--- src/design/mqsp_pkg.sv ---
// Shared types, constants and reply tables for the MQTT packet responder.
package mqsp_pkg;

   localparam int MAX_PACKET_LEN_DEF = 8192;
   localparam int MAX_TOPIC_LEN_DEF  = 256;

   localparam int RLEN_ACC_W = 28;
   localparam int PREFIX_LEN = 11;
   localparam int IDX_W      = 3;

   localparam logic [3:0] PKT_CONNECT    = 4'd1;
   localparam logic [3:0] PKT_PUBLISH    = 4'd3;
   localparam logic [3:0] PKT_SUBSCRIBE  = 4'd8;
   localparam logic [3:0] PKT_PINGREQ    = 4'd12;
   localparam logic [3:0] PKT_DISCONNECT = 4'd14;

   localparam logic [1:0] QOS_ONE = 2'b01;

   localparam logic [7:0] CONNACK_HDR  = 8'h20;
   localparam logic [7:0] PUBACK_HDR   = 8'h40;
   localparam logic [7:0] SUBACK_HDR   = 8'h90;
   localparam logic [7:0] PINGRESP_HDR = 8'hd0;
   localparam logic [7:0] ACK_LEN_TWO  = 8'h02;
   localparam logic [7:0] ACK_LEN_THREE = 8'h03;
   localparam logic [7:0] ZERO_BYTE    = 8'h00;

   localparam logic [7:0] TOPIC_PREFIX [PREFIX_LEN] = '{
      8'h71, 8'h61, 8'h69, 8'h6f, 8'h74, 8'h2f, 8'h6d, 8'h71, 8'h74, 8'h74, 8'h2f
   };

   typedef enum logic [1:0] {
      PH_HEADER,
      PH_LENGTH,
      PH_BODY
   } phase_type;

   typedef enum logic [2:0] {
      RK_CONNACK,
      RK_PUBACK,
      RK_SUBACK,
      RK_PINGRESP,
      RK_CLOSE
   } reply_kind_type;

   typedef struct packed {
      logic           valid;
      reply_kind_type kind;
      logic [15:0]    ident;
      logic           subscribed;
   } reply_type;

   function automatic logic [IDX_W-1:0] reply_len(input reply_kind_type kind);
      logic [IDX_W-1:0] len;
      unique case (kind)
         RK_CONNACK:  len = IDX_W'(4);
         RK_PUBACK:   len = IDX_W'(4);
         RK_SUBACK:   len = IDX_W'(5);
         RK_PINGRESP: len = IDX_W'(2);
         RK_CLOSE:    len = IDX_W'(1);
         default:     len = IDX_W'(1);
      endcase
      return len;
   endfunction

   function automatic logic [7:0] reply_byte(input reply_kind_type kind,
                                             input logic [IDX_W-1:0] idx,
                                             input logic [15:0] ident);
      logic [7:0] b;
      b = ZERO_BYTE;
      unique case (kind)
         RK_CONNACK: begin
            if (idx == IDX_W'(0)) b = CONNACK_HDR;
            else if (idx == IDX_W'(1)) b = ACK_LEN_TWO;
         end
         RK_PUBACK: begin
            if (idx == IDX_W'(0)) b = PUBACK_HDR;
            else if (idx == IDX_W'(1)) b = ACK_LEN_TWO;
            else if (idx == IDX_W'(2)) b = ident[15:8];
            else if (idx == IDX_W'(3)) b = ident[7:0];
         end
         RK_SUBACK: begin
            if (idx == IDX_W'(0)) b = SUBACK_HDR;
            else if (idx == IDX_W'(1)) b = ACK_LEN_THREE;
            else if (idx == IDX_W'(2)) b = ident[15:8];
            else if (idx == IDX_W'(3)) b = ident[7:0];
         end
         RK_PINGRESP: begin
            if (idx == IDX_W'(0)) b = PINGRESP_HDR;
         end
         RK_CLOSE: b = ZERO_BYTE;
         default:  b = ZERO_BYTE;
      endcase
      return b;
   endfunction

endpackage

--- src/design/mqtt_server_packet_responder_top.sv ---
// Top level of the MQTT server packet responder.
//
//   channel   direction  handshake            payload
//   req       in         req_valid/req_stall  req_func, req_rx_byte
//   rsp       out        rsp_valid/rsp_stall  rsp_tx_byte, rsp_tx_last, rsp_close_conn,
//                                             rsp_is_subscribed
//
// One received byte is taken per cycle while req_stall is low; the parser
// state updates in that cycle. A reply of one to five words leaves the emitter at
// one word per cycle while rsp_stall is low, from the current reply register.
// Reset is synchronous and returns the parser to waiting for a header byte.
// req_stall rises only while a second reply waits in the skid register behind
// the one being sent.
module mqtt_server_packet_responder_top #(
   parameter int MAX_PACKET_LEN = mqsp_pkg::MAX_PACKET_LEN_DEF,
   parameter int MAX_TOPIC_LEN  = mqsp_pkg::MAX_TOPIC_LEN_DEF
) (
   input  logic       clock,
   input  logic       reset,
   input  logic       req_valid,
   output logic       req_stall,
   input  logic       req_func,
   input  logic [7:0] req_rx_byte,
   output logic       rsp_valid,
   input  logic       rsp_stall,
   output logic [7:0] rsp_tx_byte,
   output logic       rsp_tx_last,
   output logic       rsp_close_conn,
   output logic       rsp_is_subscribed
);

   mqsp_pkg::reply_type reply;
   logic busy;

   assign req_stall = busy;

   mqsp_parser #(
      .MAX_PACKET_LEN(MAX_PACKET_LEN),
      .MAX_TOPIC_LEN (MAX_TOPIC_LEN)
   ) u_parser (
      .clock  (clock),
      .reset  (reset),
      .accept (req_valid && !busy),
      .func   (req_func),
      .rx_byte(req_rx_byte),
      .reply  (reply)
   );

   mqsp_emitter u_emitter (
      .clock            (clock),
      .reset            (reset),
      .reply            (reply),
      .busy             (busy),
      .rsp_valid        (rsp_valid),
      .rsp_stall        (rsp_stall),
      .rsp_tx_byte      (rsp_tx_byte),
      .rsp_tx_last      (rsp_tx_last),
      .rsp_close_conn   (rsp_close_conn),
      .rsp_is_subscribed(rsp_is_subscribed)
   );

endmodule

--- src/design/mqsp_parser.sv ---
// Per-byte packet parser: header, remaining length, body capture and reply choice.
module mqsp_parser #(
   parameter int MAX_PACKET_LEN = mqsp_pkg::MAX_PACKET_LEN_DEF,
   parameter int MAX_TOPIC_LEN  = mqsp_pkg::MAX_TOPIC_LEN_DEF
) (
   input  logic                clock,
   input  logic                reset,
   input  logic                accept,
   input  logic                func,
   input  logic [7:0]          rx_byte,
   output mqsp_pkg::reply_type reply
);

   localparam int LEN_W = $clog2(MAX_PACKET_LEN + 1);
   localparam int CMP_W = (LEN_W > 17) ? LEN_W : 17;
   localparam int ACC_W = mqsp_pkg::RLEN_ACC_W;

   mqsp_pkg::phase_type phase_ff, phase_in;
   logic [7:0]       header_ff, header_in;
   logic [ACC_W-1:0] rlen_ff, rlen_in;
   logic [1:0]       digits_ff, digits_in;
   logic [LEN_W-1:0] bidx_ff, bidx_in;
   logic [15:0]      tlen_ff, tlen_in;
   logic [15:0]      ident_ff, ident_in;
   logic             pmatch_ff, pmatch_in;
   logic             sub_ff, sub_in;
   logic             closed_ff, closed_in;

   logic [ACC_W-1:0] digit;
   logic [LEN_W-1:0] n;
   logic [CMP_W-1:0] k_w, n_w, tl_w;
   logic [3:0]       pidx;
   logic             do_finish, do_close;

   always_comb begin
      phase_in  = phase_ff;
      header_in = header_ff;
      rlen_in   = rlen_ff;
      digits_in = digits_ff;
      bidx_in   = bidx_ff;
      tlen_in   = tlen_ff;
      ident_in  = ident_ff;
      pmatch_in = pmatch_ff;
      sub_in    = sub_ff;
      closed_in = closed_ff;
      do_finish = 1'b0;
      do_close  = 1'b0;
      reply     = '{valid: 1'b0, kind: mqsp_pkg::RK_CLOSE, ident: ident_ff, subscribed: 1'b0};

      unique case (digits_ff)
         2'd0: digit = ACC_W'(rx_byte[6:0]);
         2'd1: digit = ACC_W'(rx_byte[6:0]) << 7;
         2'd2: digit = ACC_W'(rx_byte[6:0]) << 14;
         2'd3: digit = ACC_W'(rx_byte[6:0]) << 21;
         default: digit = '0;
      endcase

      k_w  = CMP_W'(bidx_ff);
      pidx = 4'(bidx_ff - LEN_W'(4));

      if (accept) begin
         if (func) begin
            phase_in  = mqsp_pkg::PH_HEADER;
            header_in = '0;
            rlen_in   = '0;
            digits_in = '0;
            bidx_in   = '0;
            tlen_in   = '0;
            ident_in  = '0;
            pmatch_in = 1'b1;
            sub_in    = 1'b0;
            closed_in = 1'b0;
         end else if (!closed_ff) begin
            unique case (phase_ff)
               mqsp_pkg::PH_HEADER: begin
                  header_in = rx_byte;
                  rlen_in   = '0;
                  digits_in = '0;
                  bidx_in   = '0;
                  tlen_in   = '0;
                  ident_in  = '0;
                  pmatch_in = 1'b1;
                  phase_in  = mqsp_pkg::PH_LENGTH;
               end
               mqsp_pkg::PH_LENGTH: begin
                  rlen_in = rlen_ff | digit;
                  if (rx_byte[7]) begin
                     if (digits_ff == 2'd3) do_close = 1'b1;
                     else digits_in = digits_ff + 2'd1;
                  end else if (rlen_in > ACC_W'(MAX_PACKET_LEN)) begin
                     do_close = 1'b1;
                  end else if (rlen_in == '0) begin
                     do_finish = 1'b1;
                  end else begin
                     phase_in = mqsp_pkg::PH_BODY;
                  end
               end
               mqsp_pkg::PH_BODY: begin
                  tl_w = CMP_W'(tlen_ff);
                  if (header_ff[7:4] == mqsp_pkg::PKT_PUBLISH) begin
                     if (bidx_ff == LEN_W'(0)) tlen_in[15:8] = rx_byte;
                     else if (bidx_ff == LEN_W'(1)) tlen_in[7:0] = rx_byte;
                     else if (k_w == tl_w + CMP_W'(2)) ident_in[15:8] = rx_byte;
                     else if (k_w == tl_w + CMP_W'(3)) ident_in[7:0] = rx_byte;
                  end else if (header_ff[7:4] == mqsp_pkg::PKT_SUBSCRIBE) begin
                     if (bidx_ff == LEN_W'(0)) ident_in[15:8] = rx_byte;
                     else if (bidx_ff == LEN_W'(1)) ident_in[7:0] = rx_byte;
                     else if (bidx_ff == LEN_W'(2)) tlen_in[15:8] = rx_byte;
                     else if (bidx_ff == LEN_W'(3)) tlen_in[7:0] = rx_byte;
                     else if (k_w >= CMP_W'(4) &&
                              k_w < CMP_W'(4 + mqsp_pkg::PREFIX_LEN)) begin
                        if (rx_byte != mqsp_pkg::TOPIC_PREFIX[pidx]) pmatch_in = 1'b0;
                     end
                  end
                  bidx_in = bidx_ff + LEN_W'(1);
                  if (bidx_in >= rlen_ff[LEN_W-1:0]) do_finish = 1'b1;
               end
               default: phase_in = mqsp_pkg::PH_HEADER;
            endcase
         end
      end

      n    = rlen_in[LEN_W-1:0];
      n_w  = CMP_W'(n);
      tl_w = CMP_W'(tlen_in);

      if (do_finish) begin
         phase_in = mqsp_pkg::PH_HEADER;
         priority case (header_ff[7:4])
            mqsp_pkg::PKT_CONNECT: begin
               reply.valid = 1'b1;
               reply.kind  = mqsp_pkg::RK_CONNACK;
            end
            mqsp_pkg::PKT_PUBLISH: begin
               if (header_ff[2:1] == mqsp_pkg::QOS_ONE && n >= LEN_W'(4) &&
                   tl_w + CMP_W'(4) <= n_w) begin
                  reply.valid = 1'b1;
                  reply.kind  = mqsp_pkg::RK_PUBACK;
               end
            end
            mqsp_pkg::PKT_SUBSCRIBE: begin
               if (n < LEN_W'(5) || tlen_in == 16'd0 ||
                   17'(tlen_in) >= 17'(MAX_TOPIC_LEN) ||
                   tl_w + CMP_W'(5) > n_w ||
                   tlen_in < 16'(mqsp_pkg::PREFIX_LEN) || !pmatch_in) begin
                  do_close = 1'b1;
               end else begin
                  sub_in      = 1'b1;
                  reply.valid = 1'b1;
                  reply.kind  = mqsp_pkg::RK_SUBACK;
               end
            end
            mqsp_pkg::PKT_PINGREQ: begin
               reply.valid = 1'b1;
               reply.kind  = mqsp_pkg::RK_PINGRESP;
            end
            mqsp_pkg::PKT_DISCONNECT: do_close = 1'b1;
            default: reply.valid = 1'b0;
         endcase
      end

      if (do_close) begin
         closed_in   = 1'b1;
         sub_in      = 1'b0;
         phase_in    = mqsp_pkg::PH_HEADER;
         reply.valid = 1'b1;
         reply.kind  = mqsp_pkg::RK_CLOSE;
      end

      reply.ident      = ident_in;
      reply.subscribed = sub_in;
   end

   always_ff @(posedge clock) begin
      if (reset) begin
         phase_ff  <= mqsp_pkg::PH_HEADER;
         header_ff <= '0;
         rlen_ff   <= '0;
         digits_ff <= '0;
         bidx_ff   <= '0;
         tlen_ff   <= '0;
         ident_ff  <= '0;
         pmatch_ff <= 1'b1;
         sub_ff    <= 1'b0;
         closed_ff <= 1'b0;
      end else begin
         phase_ff  <= phase_in;
         header_ff <= header_in;
         rlen_ff   <= rlen_in;
         digits_ff <= digits_in;
         bidx_ff   <= bidx_in;
         tlen_ff   <= tlen_in;
         ident_ff  <= ident_in;
         pmatch_ff <= pmatch_in;
         sub_ff    <= sub_in;
         closed_ff <= closed_in;
      end
   end

endmodule

--- src/design/mqsp_emitter.sv ---
// Reply serialiser: current reply register, skid register and per-word byte index.
module mqsp_emitter (
   input  logic                clock,
   input  logic                reset,
   input  mqsp_pkg::reply_type reply,
   output logic                busy,
   output logic                rsp_valid,
   input  logic                rsp_stall,
   output logic [7:0]          rsp_tx_byte,
   output logic                rsp_tx_last,
   output logic                rsp_close_conn,
   output logic                rsp_is_subscribed
);

   mqsp_pkg::reply_type cur_ff, cur_in;
   mqsp_pkg::reply_type hold_ff, hold_in;
   logic [mqsp_pkg::IDX_W-1:0] idx_ff, idx_in;
   logic last, sent, free;

   assign last = idx_ff == mqsp_pkg::reply_len(cur_ff.kind) - mqsp_pkg::IDX_W'(1);
   assign sent = cur_ff.valid && !rsp_stall;
   assign free = !cur_ff.valid || (sent && last);

   always_comb begin
      cur_in  = cur_ff;
      hold_in = hold_ff;
      idx_in  = idx_ff;
      if (free) begin
         idx_in = '0;
         if (hold_ff.valid) begin
            cur_in        = hold_ff;
            hold_in.valid = 1'b0;
         end else begin
            cur_in = reply;
         end
      end else begin
         if (sent) idx_in = idx_ff + mqsp_pkg::IDX_W'(1);
         if (reply.valid) hold_in = reply;
      end
   end

   always_ff @(posedge clock) begin
      if (reset) begin
         cur_ff  <= '0;
         hold_ff <= '0;
         idx_ff  <= '0;
      end else begin
         cur_ff  <= cur_in;
         hold_ff <= hold_in;
         idx_ff  <= idx_in;
      end
   end

   assign busy              = hold_ff.valid;
   assign rsp_valid         = cur_ff.valid;
   assign rsp_tx_byte       = mqsp_pkg::reply_byte(cur_ff.kind, idx_ff, cur_ff.ident);
   assign rsp_tx_last       = last;
   assign rsp_close_conn    = cur_ff.kind == mqsp_pkg::RK_CLOSE;
   assign rsp_is_subscribed = cur_ff.subscribed;

endmodule
--- config.mk ---
export PLATFORM = sky130hd
export DESIGN_NAME = mqtt_server_packet_responder_top
export DESIGN_NICKNAME = d
export VERILOG_FILES = /design/src/design/mqsp_pkg.sv /design/src/design/mqtt_server_packet_responder_top.sv /design/src/design/mqsp_parser.sv /design/src/design/mqsp_emitter.sv
export SDC_FILE = /design/constraint.sdc
export NUM_CORES = 1
export LEC_CHECK = 0
export ABC_AREA = 1
export BUFFER_PORTS_ARGS = -buffer_cell sky130_fd_sc_hd__buf_4
export CAP_MARGIN = 20
export CELL_PAD_IN_SITES_DETAIL_PLACEMENT = 0
export CELL_PAD_IN_SITES_GLOBAL_PLACEMENT = 1
export CORE_ASPECT_RATIO = 1.4
export CORE_MARGIN = 3
export CORE_UTILIZATION = 46
export DETAILED_ROUTE_END_ITERATION = 6
export GPL_ROUTABILITY_DRIVEN = 0
export PLACE_DENSITY = 0.87
export SYNTH_ARGS = -nofsm -noshare
export SYNTH_HDL_FRONTEND = slang
export SYNTH_HIERARCHICAL = 1
export SYNTH_SLANG_ARGS = --single-unit
--- constraint.sdc ---
create_clock -name clock -period 7 [get_ports clock]
set_clock_uncertainty 0.1 [all_clocks]
set_input_delay 1.05 -clock clock [delete_from_list [all_inputs] [get_ports clock]]
set_output_delay 1.05 -clock clock [all_outputs]
set_load 0.02 [all_outputs]
# Word level (Yosys, flattened, before mapping)
# Memory sizes are Yosys's and may differ from the RTL's.
# Index checks and enable logic that the tools add are counted.
totals:
  regBits: 134
  romBits: 128
  input_bits: 13
  output_inout_bits: 13
  wordCells: 224
  mem_count: 1
classes:
  addsub: 9
  n_lt_le_gt_ge: 11
  eq_ne: 32
  muxes: 109
  bitwise: 3
  n_reduce_logical: 39
mem_list:
  columns: ["name", "words", "word_bits", "rd", "rd_ports_with_merged_regs", "wr", "line", "source"]
  rows:
  - ["(no name shown)", 16, 8, 1, 0, 0, "mqsp_parser.sv:112", "if (rx_byte != mqsp_pkg::TOPIC_PREFIX[pidx]) pmatch_in = 1'b0;"]
op_table:
  columns: ["cell", "n"]
  rows:
  - ["two-way mux 16 bit", 14]
  - ["two-way mux 8 bit", 25]
  - ["case mux 28 bit (4 select lines)", 1]
  - ["case mux 16 bit (2 select lines)", 2]
  - ["two-way mux 28 bit", 2]
  - ["case mux 28 bit (2 select lines)", 1]
  - ["two-way mux 14 bit", 3]
  - ["two-way mux 1 bit", 36]
  - ["adder 16 x 2 -> 17 bit (second input constant)", 2]
  - ["adder 16 x 3 -> 17 bit (second input constant)", 2]
  - ["== test 14 x 17 -> 1 bit", 2]
  - ["case mux 8 bit (4 select lines)", 1]
  - ["== test 14 x 2 -> 1 bit (second input constant)", 2]
  - ["greater-or-equal comparator 14 x 3 -> 1 bit (second input constant)", 2]
  - ["greater-than comparator 28 x 14 -> 1 bit (second input constant)", 1]
  - ["logical NOT 28 bit", 1]
  - ["bitwise OR 28 bit", 1]
  - ["case mux 14 bit (2 select lines)", 1]
  - ["two-way mux 21 bit", 1]
  - ["two-way mux 2 bit", 10]
  - ["greater-than comparator 17 x 14 -> 1 bit", 1]
  - ["<= comparator 17 x 14 -> 1 bit", 1]
  - ["greater-or-equal comparator 16 x 9 -> 1 bit (second input constant)", 1]
  - ["logical NOT 16 bit", 1]
  - ["other kinds (46)", 89]

# Depth between registers and ports, before layout
depth:
  ltp_word: 25
  depth_mapped: 46

# Hierarchy
# The synthesis kept the hierarchy.
by_module_without_submodules:
  columns: ["mod", "n_inst", "cells_each", "area_per_inst_um2"]
  rows:
  - ["mqsp_parser", 1, 1418, 8846.0]
  - ["mqsp_emitter", 1, 411, 2560.0]
  - ["mqtt_server_packet_responder_top", 1, 2, 10.0]

# Worst setup path before layout
# No wires, ideal clock.
synth_path:
  path_type: "in2reg"
  from: "input req_valid"
  to: "register u_emitter/hold_ff[10] (netlist name)"
  setup_ns: 0.110
  arrival_ns: 4.909
  required_time_ns: 6.790
  path_slack_ns: 1.881
  path_stages: 36
  n_path_buf: 3
  cell_sequence: "inv_1 -> nor2_2 -> buf_2 -> inv_2 -> clkbuf_1 -> a21oi_1 -> a21oi_2 -> ha_1 -> a21oi_1 -> inv_1 -> nand4_1 -> nor2_1 -> nand2_1 -> xor2_1 -> ha_1 -> nand2_1 -> inv_1 -> o21ai_0 -> nand2_1 -> a21oi_1 -> nand2_1 -> nand2_1 -> nand2_1 -> nand2_1 -> nand3_1 -> nor3_1 -> nand2_1 -> nor3_2 -> nor2_1 -> nand2_1 -> nand2_1 -> nand2_1 -> clkbuf_1 -> nand4_1 -> nand2_1 -> nor2_1"
synth_lines:
  columns: ["element", "line", "source"]
  rows:
  - ["from (decl)", "mqtt_server_packet_responder_top.sv:20", "input logic req_valid,"]
  - ["to (signal assigned)", "mqsp_emitter.sv:49", "hold_ff <= hold_in;"]
  - ["to (decl)", "mqsp_emitter.sv:16", "mqsp_pkg::reply_type hold_ff, hold_in;"]

==> metrics.md <==
| Metric | Value |
|---|---|
| Area leader, netlist | `dfxtp_1` |
| Worst Tran Pin Value | `between 900 and 1000 ps` |
| Maxcap violations | `0` |
| Yosys cell types | `between 50 and 60` |
| Mean Syn Cell Area | `6.235 um2` |
| Tcrit/Tclk final | `87.15%` |
| Reg-to-Reg Start | `u_parser/bidx_ff[1]` |
| Worst r2r path cells | `between 40 and 50` |
| Multi-input combinational cell area | `7540 um2` |
| Ys flop type | `dfxtp_1` |
| CP max stage delay | `500 ps` |
| Worst Hold Class | `reg2reg` |
| YS warnings | `6` |
| Top delay family on crit path | `simple AND/OR/NAND/NOR gates` |
| Initial antenna violation count | `0` |
| GR Util All Layers | `between 20 and 30%` |
| Row count | `67` |
| Clock buffer count from CTS | `17` |
| Share of the yosys chip area belonging to registers | `23.15%` |
| First-pass DRT Iterations | `7` |
| CTS tree | `done` |
| Crit path from | `u_parser/bidx_ff[1]` |
| Layout cells sized above 1 | `between 8 and 9%` |
| FF-to-FF End | `u_emitter/hold_ff[12]` |
| Final setup TNS | `0 ps` |
| R2R Setup Slk | `900 ps` |
| Synth async-reset ratio | `0%` |
| Status | `finished, final reports clean` |
| Crit path buf inv count | `8` |
| CP Max Fanout | `22` |
| N_diodes | `0` |
| Vias in the first global route | `11.01k` |
| Clk slew on worst S/H paths | `60 ps` |
| Slew Viols, Final | `0` |
| Setup crit start kind | `flip-flop` |
| CP max stage cell | `dfxtp_1` |
| Post-CTS Setup Bufs | `0` |
| Post-Synthesis Cells | `1831` |
| CP Class | `reg2reg` |
| Wire length of the first global-routing pass | `58.73 mm` |
| Sequential Area | `2643 um2` |
| Largest cells by area after synthesis | `dfxtp_1 23%, nand2_1 16%, ha_1 7.9%` |
| Worst setup path end | `u_emitter/hold_ff[12]` |
| Post-CTS Resized | `0` |
| Top cell type's share of synthesized area | `a little under a quarter` |
| Levels on crit path | `46` |
| Flip-flop and latch count after synthesis | `~130` |
| Final HPWL DP | `27.80 mm` |
| Worst path arrival time | `6370 ps` |
| # port buffers | `25` |
| Net Count, Synth | `about 1.9k` |
| Final Non-Filler Cells | `2128` |
| Skew-Pair Late Insertion Delay | `between 400 and 500 ps` |
| Slew HR | `between 30% and 40%` |
| VDD IR max | `0.1841 mV` |
| Antenna viol nets, final | `0` |
| Min Tclk post-route | `6100 ps` |
| Initial Util | `47.28%` |
| CP Capture Type | `flip-flop` |
| # H-tree levels | `4` |
| Grt ovf | `0` |
| HP Start | `u_parser/header_ff[1]` |
| DRC Markers | `0` |
| RSZ-0062 raised after global routing | `no` |
| Most Frequent Cell on Critical Path | `nand2_1` |
| Routed vias | `approximately 12k` |
| Highest clock rate | `~160 MHz` |
| Hold_buf cts | `0` |
| Largest net degree at the start of global routing | `between 70 and 80` |
| Initial drt markers | `1065` |
| Die width | `139.1 um` |
| Pleak | `between 5 and 6 nW` |
| Sink Count | `132` |
| Area Overhead vs Synth | `7.387%` |
| EDFF count, synth | `0` |
| Final WL | `37.26 mm` |
| Fill cell count | `approximately 2.5k` |
| DR WL/cell | `about 18 um` |
| Dpl cells | `about 2.1k` |
| Nets | `between 1.5k and 2k` |
| Post-Syn Area | `11420 um2` |
| Final Hold Viols | `0` |
| Worst EP required | `7270 ps` |
| Root Buffer | `clkbuf_16` |
| Top Ports | `26` |
| DIE HEIGHT | `192.4 um` |
| CTS Buffer Depth | `2` |
| Setup violations, final | `0` |
| DIE AREA | `26770 um2` |
| Via-per-instance ratio | `5.553` |
| Pwr/cell area | `172.0 nW/um2` |
| Core area | `around 24000 um2` |
registers in the layout, summed over array words and instances, names as in the netlist:
signal,cells
u_emitter/busy,1
u_emitter/cur_ff,19
u_emitter/hold_ff,20
u_emitter/idx_ff,3
u_emitter/rsp_is_subscribed,1
u_emitter/rsp_valid,1
u_parser/bidx_ff,14
u_parser/closed_ff,1
u_parser/digits_ff,2
u_parser/header_ff,6
u_parser/ident_ff,16
u_parser/phase_ff,2
u_parser/pmatch_ff,1
u_parser/rlen_ff,28
u_parser/sub_ff,1
u_parser/tlen_ff,16
Yosys cell counts, types with 11 or more instances:
master	n
nand4_1	43
buf_2	16
o21ai_0	110
clkbuf_1	49
xnor2_1	12
nand2_2	15
inv_2	11
nor3_1	14
nor2_4	18
nor2_2	16
o211a_1	11
xor2_1	60
a21oi_1	121
nand2_1	477
nand3_1	106
a31oi_1	14
dfxtp_1	132
o211ai_1	13
o21ai_1	24
nor2_1	199
ha_1	72
inv_1	201
power by group:
group / leakage (nW) / total (mW) / internal (mW) / switching [mW]
Combinational: 4.19 / 0.400 / 0.119 / 0.281
Clock: 0.284 / 0.919 / 0.537 / 0.382
Sequential: 1.07 / 0.789 / 0.770 / 0.0190
tightest hold or removal path: stages (launching register included):
cell,delay [ps]
dfxtp_1,320
nand2_1,60
a21oi_1,60
metrics by stage:
stage | utilization, % | instance area (um2) | worst slack [ps] | hold slack, ps | power [mW]
global placement | 48.35 | 11670 | 1092 | 349.7 | 1.191
finish | 50.78 | 12260 | 899.8 | 383.1 | 2.109
global route | 50.78 | 12260 | 223.1 | 401.5 | 2.195
floorplan | - | 11420 | 1881 | 324.0 | 1.082
CTS | 50.78 | 12260 | 934.8 | 382.8 | 2.113
detailed placement | 48.35 | 11670 | 974.0 | 357.4 | 1.196
area by class of cell:
class                   count  area share [%]
multi-input cells        1400           61.50
flip-flops and latches    132           21.56
clock inverters            13           1.194
well taps                 310           3.164
clock buffers              18           3.582
inverters                 216           6.614
repair buffers             39           2.388
per-layer routing:
layer	routed length (um)	vias up	track usage [%]
li1	-	5878	-
met1	14360	5417	31.02
met2	18340	395	48.63
met3	1766	126	3.520
met4	2800	0	18.37
met5	0	-	0
kinds of logic (layout without fill, tap and decap cells):
logic type,after synthesis,after routing,share of synthesized area (%)
XOR/XNOR,72,72,5.524
flip-flops,132,132,23.15
AO/OA/AOI/OAI,327,327,16.14
buffers and inverters,299,286,10.87
adder cells (fa/ha/maj),72,72,7.891
AND/OR/NAND/NOR,929,929,36.42
worst min-delay path by stage:
stage / slack [ps] / to / cells after the start
global route: 400 / u_parser/rlen_ff[20] / 2
detailed placement: 360 / u_parser/rlen_ff[20] / 2
floorplan: 320 / u_parser/pmatch_ff / 2
global placement: 350 / u_parser/rlen_ff[20] / 2
CTS: 380 / u_parser/header_ff[1] / 2
finish: 380 / u_parser/header_ff[1] / 2
placed cells by master, fill, tap and decap left out, types with 3 or more instances in the layout:
master,Yosys,final
a31oi_1,14,14
nand2_2,15,15
o22ai_1,4,4
a211oi_1,5,5
nand4_1,43,43
nand2_4,7,7
o211a_1,11,11
nand3b_1,8,8
clkbuf_16,0,17
nor3_1,14,14
inv_6,0,5
nor4_1,7,7
a21oi_1,121,121
o21bai_1,9,9
nand3_2,6,6
nor2_1,199,198
nor3_2,4,4
nor2_4,18,19
inv_1,201,201
nor2_2,16,16
or2_2,4,4
inv_2,11,11
clkinv_1,4,4
dfxtp_1,132,132
ha_1,72,72
o21ai_1,24,24
buf_4,5,39
nand3_1,106,106
o21a_1,3,3
xor2_1,60,60
nand2_1,477,477
o21ai_0,110,110
xnor2_1,12,12
o211ai_1,13,13
(Power assumes the default switching activity.)
